$ cat src/rtl/core/assert_macros.svh
// Assertion helpers for the RTL.
`ifndef ASSERT_MACROS_SVH
`define ASSERT_MACROS_SVH

// Property must hold at every rising clock edge outside reset.
`define GRLB_ASSERT(lbl, clk, rst_n, prop) \
  lbl: assert property (@(posedge clk) disable iff (!rst_n) prop) \
    else $error("assertion failed");

// Expression must never be true outside reset.
`define GRLB_NEVER(lbl, clk, rst_n, expr) \
  lbl: assert property (@(posedge clk) disable iff (!rst_n) !(expr)) \
    else $error("assertion failed");

`endif

$ cat src/rtl/core/grlb_pkg.sv
// ----------------------------------------------------------------------------
// grlb_pkg
// Shared constants, command/status types and a saturating-add helper of the load balancer.
// ----------------------------------------------------------------------------
package grlb_pkg;

  localparam int MAX_WORKERS = 32;
  localparam int MAX_HELPERS = 16;
  localparam int WIDX_W = $clog2(MAX_WORKERS);
  localparam int WCNT_W = $clog2(MAX_WORKERS + 1);
  localparam int HIDX_W = $clog2(MAX_HELPERS);
  localparam int HCNT_W = $clog2(MAX_HELPERS + 1);
  localparam int TIME_W = 32;
  localparam int T_W = 48;
  localparam int IPN_W = 10;
  localparam int IMG_W = 15;
  localparam int ITER_W = 16;
  localparam int HN_W = 5;
  localparam int CFG_IDX_W = 2;
  localparam int CFG_DATA_W = 10;

  localparam logic [CFG_IDX_W-1:0] CFG_HELPER_NODES = 2'd0;
  localparam logic [CFG_IDX_W-1:0] CFG_IMAGES_PER_NODE = 2'd1;
  localparam logic [CFG_IDX_W-1:0] CFG_INLINE_ALLOWED = 2'd2;

  localparam int OP_W = 4;
  localparam logic [OP_W-1:0] OP_NONE   = 4'd0;
  localparam logic [OP_W-1:0] OP_LOAD   = 4'd1;
  localparam logic [OP_W-1:0] OP_DONE   = 4'd2;
  localparam logic [OP_W-1:0] OP_SKEY   = 4'd3;
  localparam logic [OP_W-1:0] OP_SCMP   = 4'd4;
  localparam logic [OP_W-1:0] OP_SWR    = 4'd5;
  localparam logic [OP_W-1:0] OP_CLEAR  = 4'd6;
  localparam logic [OP_W-1:0] OP_ASTART = 4'd7;
  localparam logic [OP_W-1:0] OP_ASCAN  = 4'd8;
  localparam logic [OP_W-1:0] OP_AWR    = 4'd9;
  localparam logic [OP_W-1:0] OP_PA     = 4'd10;
  localparam logic [OP_W-1:0] OP_PB     = 4'd11;
  localparam logic [OP_W-1:0] OP_RBW    = 4'd12;
  localparam logic [OP_W-1:0] OP_RBH    = 4'd13;
  localparam logic [OP_W-1:0] OP_RBC    = 4'd14;

  typedef struct packed {
    logic [OP_W-1:0]   op;
    logic [WIDX_W-1:0] a;
    logic [WIDX_W-1:0] b;
    logic              hsel;
  } cmd_t;

  typedef struct packed {
    logic [WCNT_W-1:0] n;
    logic [HCNT_W-1:0] nh;
    logic              inl;
    logic              rb_stop;
  } sts_t;

  function automatic logic [T_W-1:0] sat_add(input logic [T_W-1:0] x,
                                             input logic [T_W-1:0] y);
    logic [T_W:0] s;
    s = {1'b0, x} + {1'b0, y};
    return s[T_W] ? {T_W{1'b1}} : s[T_W-1:0];
  endfunction

endpackage

$ cat src/rtl/core/grlb_ctrl.sv
// ----------------------------------------------------------------------------
// grlb_ctrl
// Sequencer: load, sort, assign, push, rebalance and result phases.
// ----------------------------------------------------------------------------
`include "assert_macros.svh"

module grlb_ctrl (
  input  logic           clk_i,
  input  logic           rst_ni,
  input  logic           in_valid_i,
  input  logic           in_last_i,
  output logic           in_ready_o,
  output logic           out_valid_o,
  input  logic           out_ready_i,
  input  grlb_pkg::sts_t sts_i,
  output grlb_pkg::cmd_t cmd_o
);
  import grlb_pkg::*;

  localparam int ST_W = 4;
  localparam logic [ST_W-1:0] S_IDLE   = 4'd0;
  localparam logic [ST_W-1:0] S_SKEY   = 4'd1;
  localparam logic [ST_W-1:0] S_SCMP   = 4'd2;
  localparam logic [ST_W-1:0] S_SWR    = 4'd3;
  localparam logic [ST_W-1:0] S_CLEAR  = 4'd4;
  localparam logic [ST_W-1:0] S_ASTART = 4'd5;
  localparam logic [ST_W-1:0] S_ASCAN  = 4'd6;
  localparam logic [ST_W-1:0] S_AWR    = 4'd7;
  localparam logic [ST_W-1:0] S_PA     = 4'd8;
  localparam logic [ST_W-1:0] S_PB     = 4'd9;
  localparam logic [ST_W-1:0] S_RBW    = 4'd10;
  localparam logic [ST_W-1:0] S_RBH    = 4'd11;
  localparam logic [ST_W-1:0] S_RBC    = 4'd12;
  localparam logic [ST_W-1:0] S_EMW    = 4'd13;
  localparam logic [ST_W-1:0] S_EMH    = 4'd14;

  logic [ST_W-1:0]   state_q, state_d;
  logic [WIDX_W-1:0] a_q, a_d;
  logic [WIDX_W-1:0] b_q, b_d;
  logic              a_end;
  logic              b_end;

  assign a_end = a_q == WIDX_W'(sts_i.n - WCNT_W'(1));
  assign b_end = b_q == WIDX_W'(sts_i.nh - HCNT_W'(1));

  assign in_ready_o  = state_q == S_IDLE;
  assign out_valid_o = state_q == S_EMW || state_q == S_EMH;

  always_comb begin
    state_d    = state_q;
    a_d        = a_q;
    b_d        = b_q;
    cmd_o.op   = OP_NONE;
    cmd_o.a    = a_q;
    cmd_o.b    = b_q;
    cmd_o.hsel = state_q == S_EMH;
    unique case (state_q)
      S_IDLE: begin
        if (in_valid_i) begin
          cmd_o.op = OP_LOAD;
          if (in_last_i) begin
            state_d = S_SKEY;
            a_d     = '0;
          end
        end
      end
      S_SKEY: begin
        cmd_o.op = OP_SKEY;
        b_d      = '0;
        state_d  = S_SCMP;
      end
      S_SCMP: begin
        cmd_o.op = OP_SCMP;
        if (b_q == WIDX_W'(sts_i.n - WCNT_W'(1))) state_d = S_SWR;
        else b_d = b_q + WIDX_W'(1);
      end
      S_SWR: begin
        cmd_o.op = OP_SWR;
        if (a_end) begin
          state_d = S_CLEAR;
        end else begin
          a_d     = a_q + WIDX_W'(1);
          state_d = S_SKEY;
        end
      end
      S_CLEAR: begin
        cmd_o.op = OP_CLEAR;
        a_d      = '0;
        state_d  = S_ASTART;
      end
      S_ASTART: begin
        cmd_o.op = OP_ASTART;
        b_d      = WIDX_W'(1);
        state_d  = (sts_i.nh == HCNT_W'(1)) ? S_AWR : S_ASCAN;
      end
      S_ASCAN: begin
        cmd_o.op = OP_ASCAN;
        if (b_end) state_d = S_AWR;
        else b_d = b_q + WIDX_W'(1);
      end
      S_AWR: begin
        cmd_o.op = OP_AWR;
        if (a_end) begin
          a_d     = '0;
          state_d = S_PA;
        end else begin
          a_d     = a_q + WIDX_W'(1);
          state_d = S_ASTART;
        end
      end
      S_PA: begin
        cmd_o.op = OP_PA;
        state_d  = S_PB;
      end
      S_PB: begin
        cmd_o.op = OP_PB;
        if (a_end) begin
          a_d     = '0;
          state_d = sts_i.inl ? S_RBW : S_EMW;
        end else begin
          a_d     = a_q + WIDX_W'(1);
          state_d = S_PA;
        end
      end
      S_RBW: begin
        cmd_o.op = OP_RBW;
        if (a_end) begin
          b_d     = '0;
          state_d = S_RBH;
        end else begin
          a_d = a_q + WIDX_W'(1);
        end
      end
      S_RBH: begin
        cmd_o.op = OP_RBH;
        if (b_end) state_d = S_RBC;
        else b_d = b_q + WIDX_W'(1);
      end
      S_RBC: begin
        cmd_o.op = OP_RBC;
        a_d      = '0;
        state_d  = sts_i.rb_stop ? S_EMW : S_RBW;
      end
      S_EMW: begin
        if (out_ready_i) begin
          if (a_end) begin
            b_d     = '0;
            state_d = S_EMH;
          end else begin
            a_d = a_q + WIDX_W'(1);
          end
        end
      end
      S_EMH: begin
        if (out_ready_i) begin
          if (b_end) begin
            cmd_o.op = OP_DONE;
            state_d  = S_IDLE;
          end else begin
            b_d = b_q + WIDX_W'(1);
          end
        end
      end
      default: state_d = S_IDLE;
    endcase
  end

  always_ff @(posedge clk_i or negedge rst_ni) begin
    if (!rst_ni) begin
      state_q <= S_IDLE;
      a_q     <= '0;
      b_q     <= '0;
    end else begin
      state_q <= state_d;
      a_q     <= a_d;
      b_q     <= b_d;
    end
  end

  `GRLB_NEVER(a_in_out_excl, clk_i, rst_ni, in_ready_o && out_valid_o)
  `GRLB_ASSERT(a_last_starts, clk_i, rst_ni,
    (in_valid_i && in_ready_o && in_last_i) |=> (state_q == S_SKEY))
  `GRLB_ASSERT(a_rb_exit, clk_i, rst_ni,
    (state_q == S_RBC && sts_i.rb_stop) |=> (state_q == S_EMW && a_q == '0))

endmodule
$ cat config.mk
export PLATFORM = sky130hd
export DESIGN_NAME = grlb_ctrl
export DESIGN_NICKNAME = d
export VERILOG_FILES = /design/src/rtl/core/grlb_pkg.sv /design/src/rtl/core/grlb_ctrl.sv
export VERILOG_INCLUDE_DIRS = /design/src /design/src/rtl/core
export SDC_FILE = /design/constraint.sdc
export NUM_CORES = 1
export LEC_CHECK = 0
export ABC_AREA = 1
export BUFFER_PORTS_ARGS = -buffer_cell sky130_fd_sc_hd__buf_2
export CAP_MARGIN = 20
export CORE_MARGIN = 2
export CORE_UTILIZATION = 55
export DETAILED_ROUTE_END_ITERATION = 12
export PLACE_DENSITY_LB_ADDON = 0.15
export SLEW_MARGIN = 25
export SYNTH_ARGS = -nofsm -noshare
export SYNTH_HDL_FRONTEND = slang
export SYNTH_SLANG_ARGS = --single-unit
$ cat constraint.sdc
create_clock -name clk_i -period 1.87 [get_ports clk_i]
set_input_delay 0.0935 -clock clk_i [delete_from_list [all_inputs] [get_ports clk_i]]
set_output_delay 0.0935 -clock clk_i [all_outputs]
set_load 0.01 [all_outputs]
==> flow_summary.toml <==
[timing]
finalSetupViolations = 0
timing.fmax_mhz = 559
relSlewSlack = 0.595
grt_setup_unrepaired = "true"
tightest_slew_ns = 0.602
hold-worst-slack_ns = 0.193
clock_skew_ns = 0.00243
hold_viol = 0
period_needed_ns = 1.79
fin_crit_sh = 0.956
slew_violations = 0

[hold_path]
min_path_cells = 5
hold_path.class = "input port to register"
hp-start = "sts_i[1]"
holdPathEnd = "state_q[1]"

[clocking]
cts-root-buf = "clkbuf_4"
cts_tree = "done"
clk_pin_slew_ns = 0.09
cts_made_buffers = 3
clockBufferDepth = 2
htreeDepth = 1
cts.sinks = 14
clkLatencyLatePin_ns = 0.29

[setup_path]
worst_ep_arrival_time_ns = 1.97
critPathRequiredTime_ns = 2.06
crit_path_cell_trace = "inv_2 -> nand2_2 -> nor2_2 -> inv_1 -> nand3_4 -> inv_4 -> a21oi_4 -> a21boi_4 -> buf_4 -> o21ai_1"
worstSetupStartpointType = "register"
crit_type = "register to register"
r2r-end = "a_q[1]"
cp.buffers_inverters = 4
worst_setup_path_end_kind = "register"
rr_worst_depth = 10
crit_path_start = "state_q[2]"
cp_slowest_stage_delay_ns = 0.47
crit_slowest_cell = "dfrtp_2"
rrSetupSlack_ns = 0.08
worst-path-max-fanout = 6
cp_top_family = "compound AO/OA/AOI/OAI gates"
reg2reg_from = "state_q[2]"

[synthesis]
synth_area_per_cell_um2 = 5.83
synthTopCellsByArea = "dfrtp_1, nand2_1, nand3_1, inv_1, nor2_1"
synth_cell_types = 35
synth_most_common_cell = "nand2_1"
synth_cells = 294
yosysWarnings = 0
yosysTopAreaCell = "dfrtp_1"
yosys.area.top_type_share = 0.204
synthArstFlopShare = 1.00
synthFlopType = "dfrtp_1"
synth-seq-cells = 14
seq_area_frac_synth = 0.204
synth_nets = 317
synth_area_um2 = 1720
synth_common_cells = "nand2_1, inv_1, nor2_1, nand3_1, dfrtp_1"
synth_edf_count = 0

[die]
die-width_um = 59.8
io_pins = 35
start_util = 0.571
design.die.area_um2 = 3580
core_area_um2 = 3000
rows = 20
dieHeight_um = 59.8

[placement]
port_buffers = 33
dp_hpwl_mm = 3.58
gp_congestion = 0.892

[global_routing]
track_usage = 0.267
grt_max_degree = 15
grt_overflow = 0
grt_pass1_wl_mm = 7.38
grt_pass1_vias = 1678
antenna_found_initial = 0

[cells_and_area]
n_antenna_cell = 0
fin_nets = 373
syn2layout_area_growth_pct = 26.3
drive_gt1_frac = 0.301

[run]
drv_cap = 0

[drt]
drtAntennaViolNets = 0
initialDrtViolationCount = 152
wl_per_cell_um = 12.1
drcViolationCount = 0
drt_wl_total_mm = 4.61
vias = 2041
vias_per_cell = 5.34
firstDrtPassIters = 4

[run_status]
status = "completed"

[pwr]
worst_ir_drop_vdd_v = 0.000745
p_total_uw = 2460
p_leak_uw = 0.00125
cellPowerDensity_nw_per_um2 = 1140
[flip-flops by register name, indices dropped and copies added (netlist names)]
| name | flops |
|---|---|
| b_q | 5 |
| state_q | 4 |
| a_q | 5 |
[cell type report]
cell class / count / area [µm²]
multi-input combinational: 228 / 1210
fill: 270 / 837
sequential: 14 / 362
timing repair buffer: 55 / 333
inverter: 48 / 183
tap: 33 / 41.3
clock buffer: 4 / 36.3
[per-stage QoR]
step	setup TNS (ns)	worst slack [ns]	cell area, µm²	instances	utilization
after floorplan	0	0.239	1720	294	-
after global placement	0	0.0521	2000	369	0.667
after detailed placement	0	0.0174	2000	369	0.667
after CTS	0	0.00812	2050	374	0.683
after global routing	-0.246	-0.0617	2170	382	0.721
final	0	0.0820	2170	382	0.721
[cells by family after synthesis]
group                    after synthesis  share of synthesized area
AND/OR/NAND/NOR                      184                      0.478
adder cells (fa/ha/maj)                5                     0.0365
XOR/XNOR                               8                     0.0408
AO/OA/AOI/OAI                         31                      0.123
buffers and inverters                 52                      0.117
flip-flops                            14                      0.204
[report_power, final]
part           leakage (µW)  internal, µW  switching [µW]
Sequential         0.000176           385             121
Combinational       0.00105           689            1040
Clock             0.0000210           119             109
[worst max-delay path by stage]
stage | to | slack [ns] | cells after the start
final | a_q[1] | 0.08 | 10
after global routing | state_q[2] | -0.06 | 11
after CTS | a_q[0] | 0.008 | 10
after detailed placement | state_q[1] | 0.02 | 15
after global placement | b_q[1] | 0.05 | 13
after floorplan | state_q[2] | 0.24 | 14
[placed cells by master, fill, tap and decap left out, types with 7 or more instances in the layout]
cell type,netlist,layout
inv_2,7,10
nand3_1,35,33
a21oi_1,9,9
nand2_1,85,83
inv_1,40,37
nand4_1,8,8
dfrtp_2,0,9
nor2_1,40,35
buf_2,1,33
xor2_1,7,7
buf_4,0,21
nor2_2,6,9
[worst register-to-register path: cells and delay by family (launching register included)]
family,cells,cell delay (ns)
simple gates,3,0.33
buf+inv,4,0.41
compound gates,3,0.47
flops,1,0.47
[per-layer routing]
metal	part of all wire	routed length [µm]	global-route usage
met2	0.50	2300	0.439
met4	0.013	62	0.0476
met1	0.44	2030	0.375
met3	0.048	221	0.0390
met5	0	0	0
[what timing repair did]
action	in CTS	in global routing
hold buffers	1	0
setup endpoints to repair	1	15
pin swaps	0	6
hold endpoints to repair	14	0
resized for setup	1	24
buffers inserted	0	8
Power figures use the tool's default switching activity.
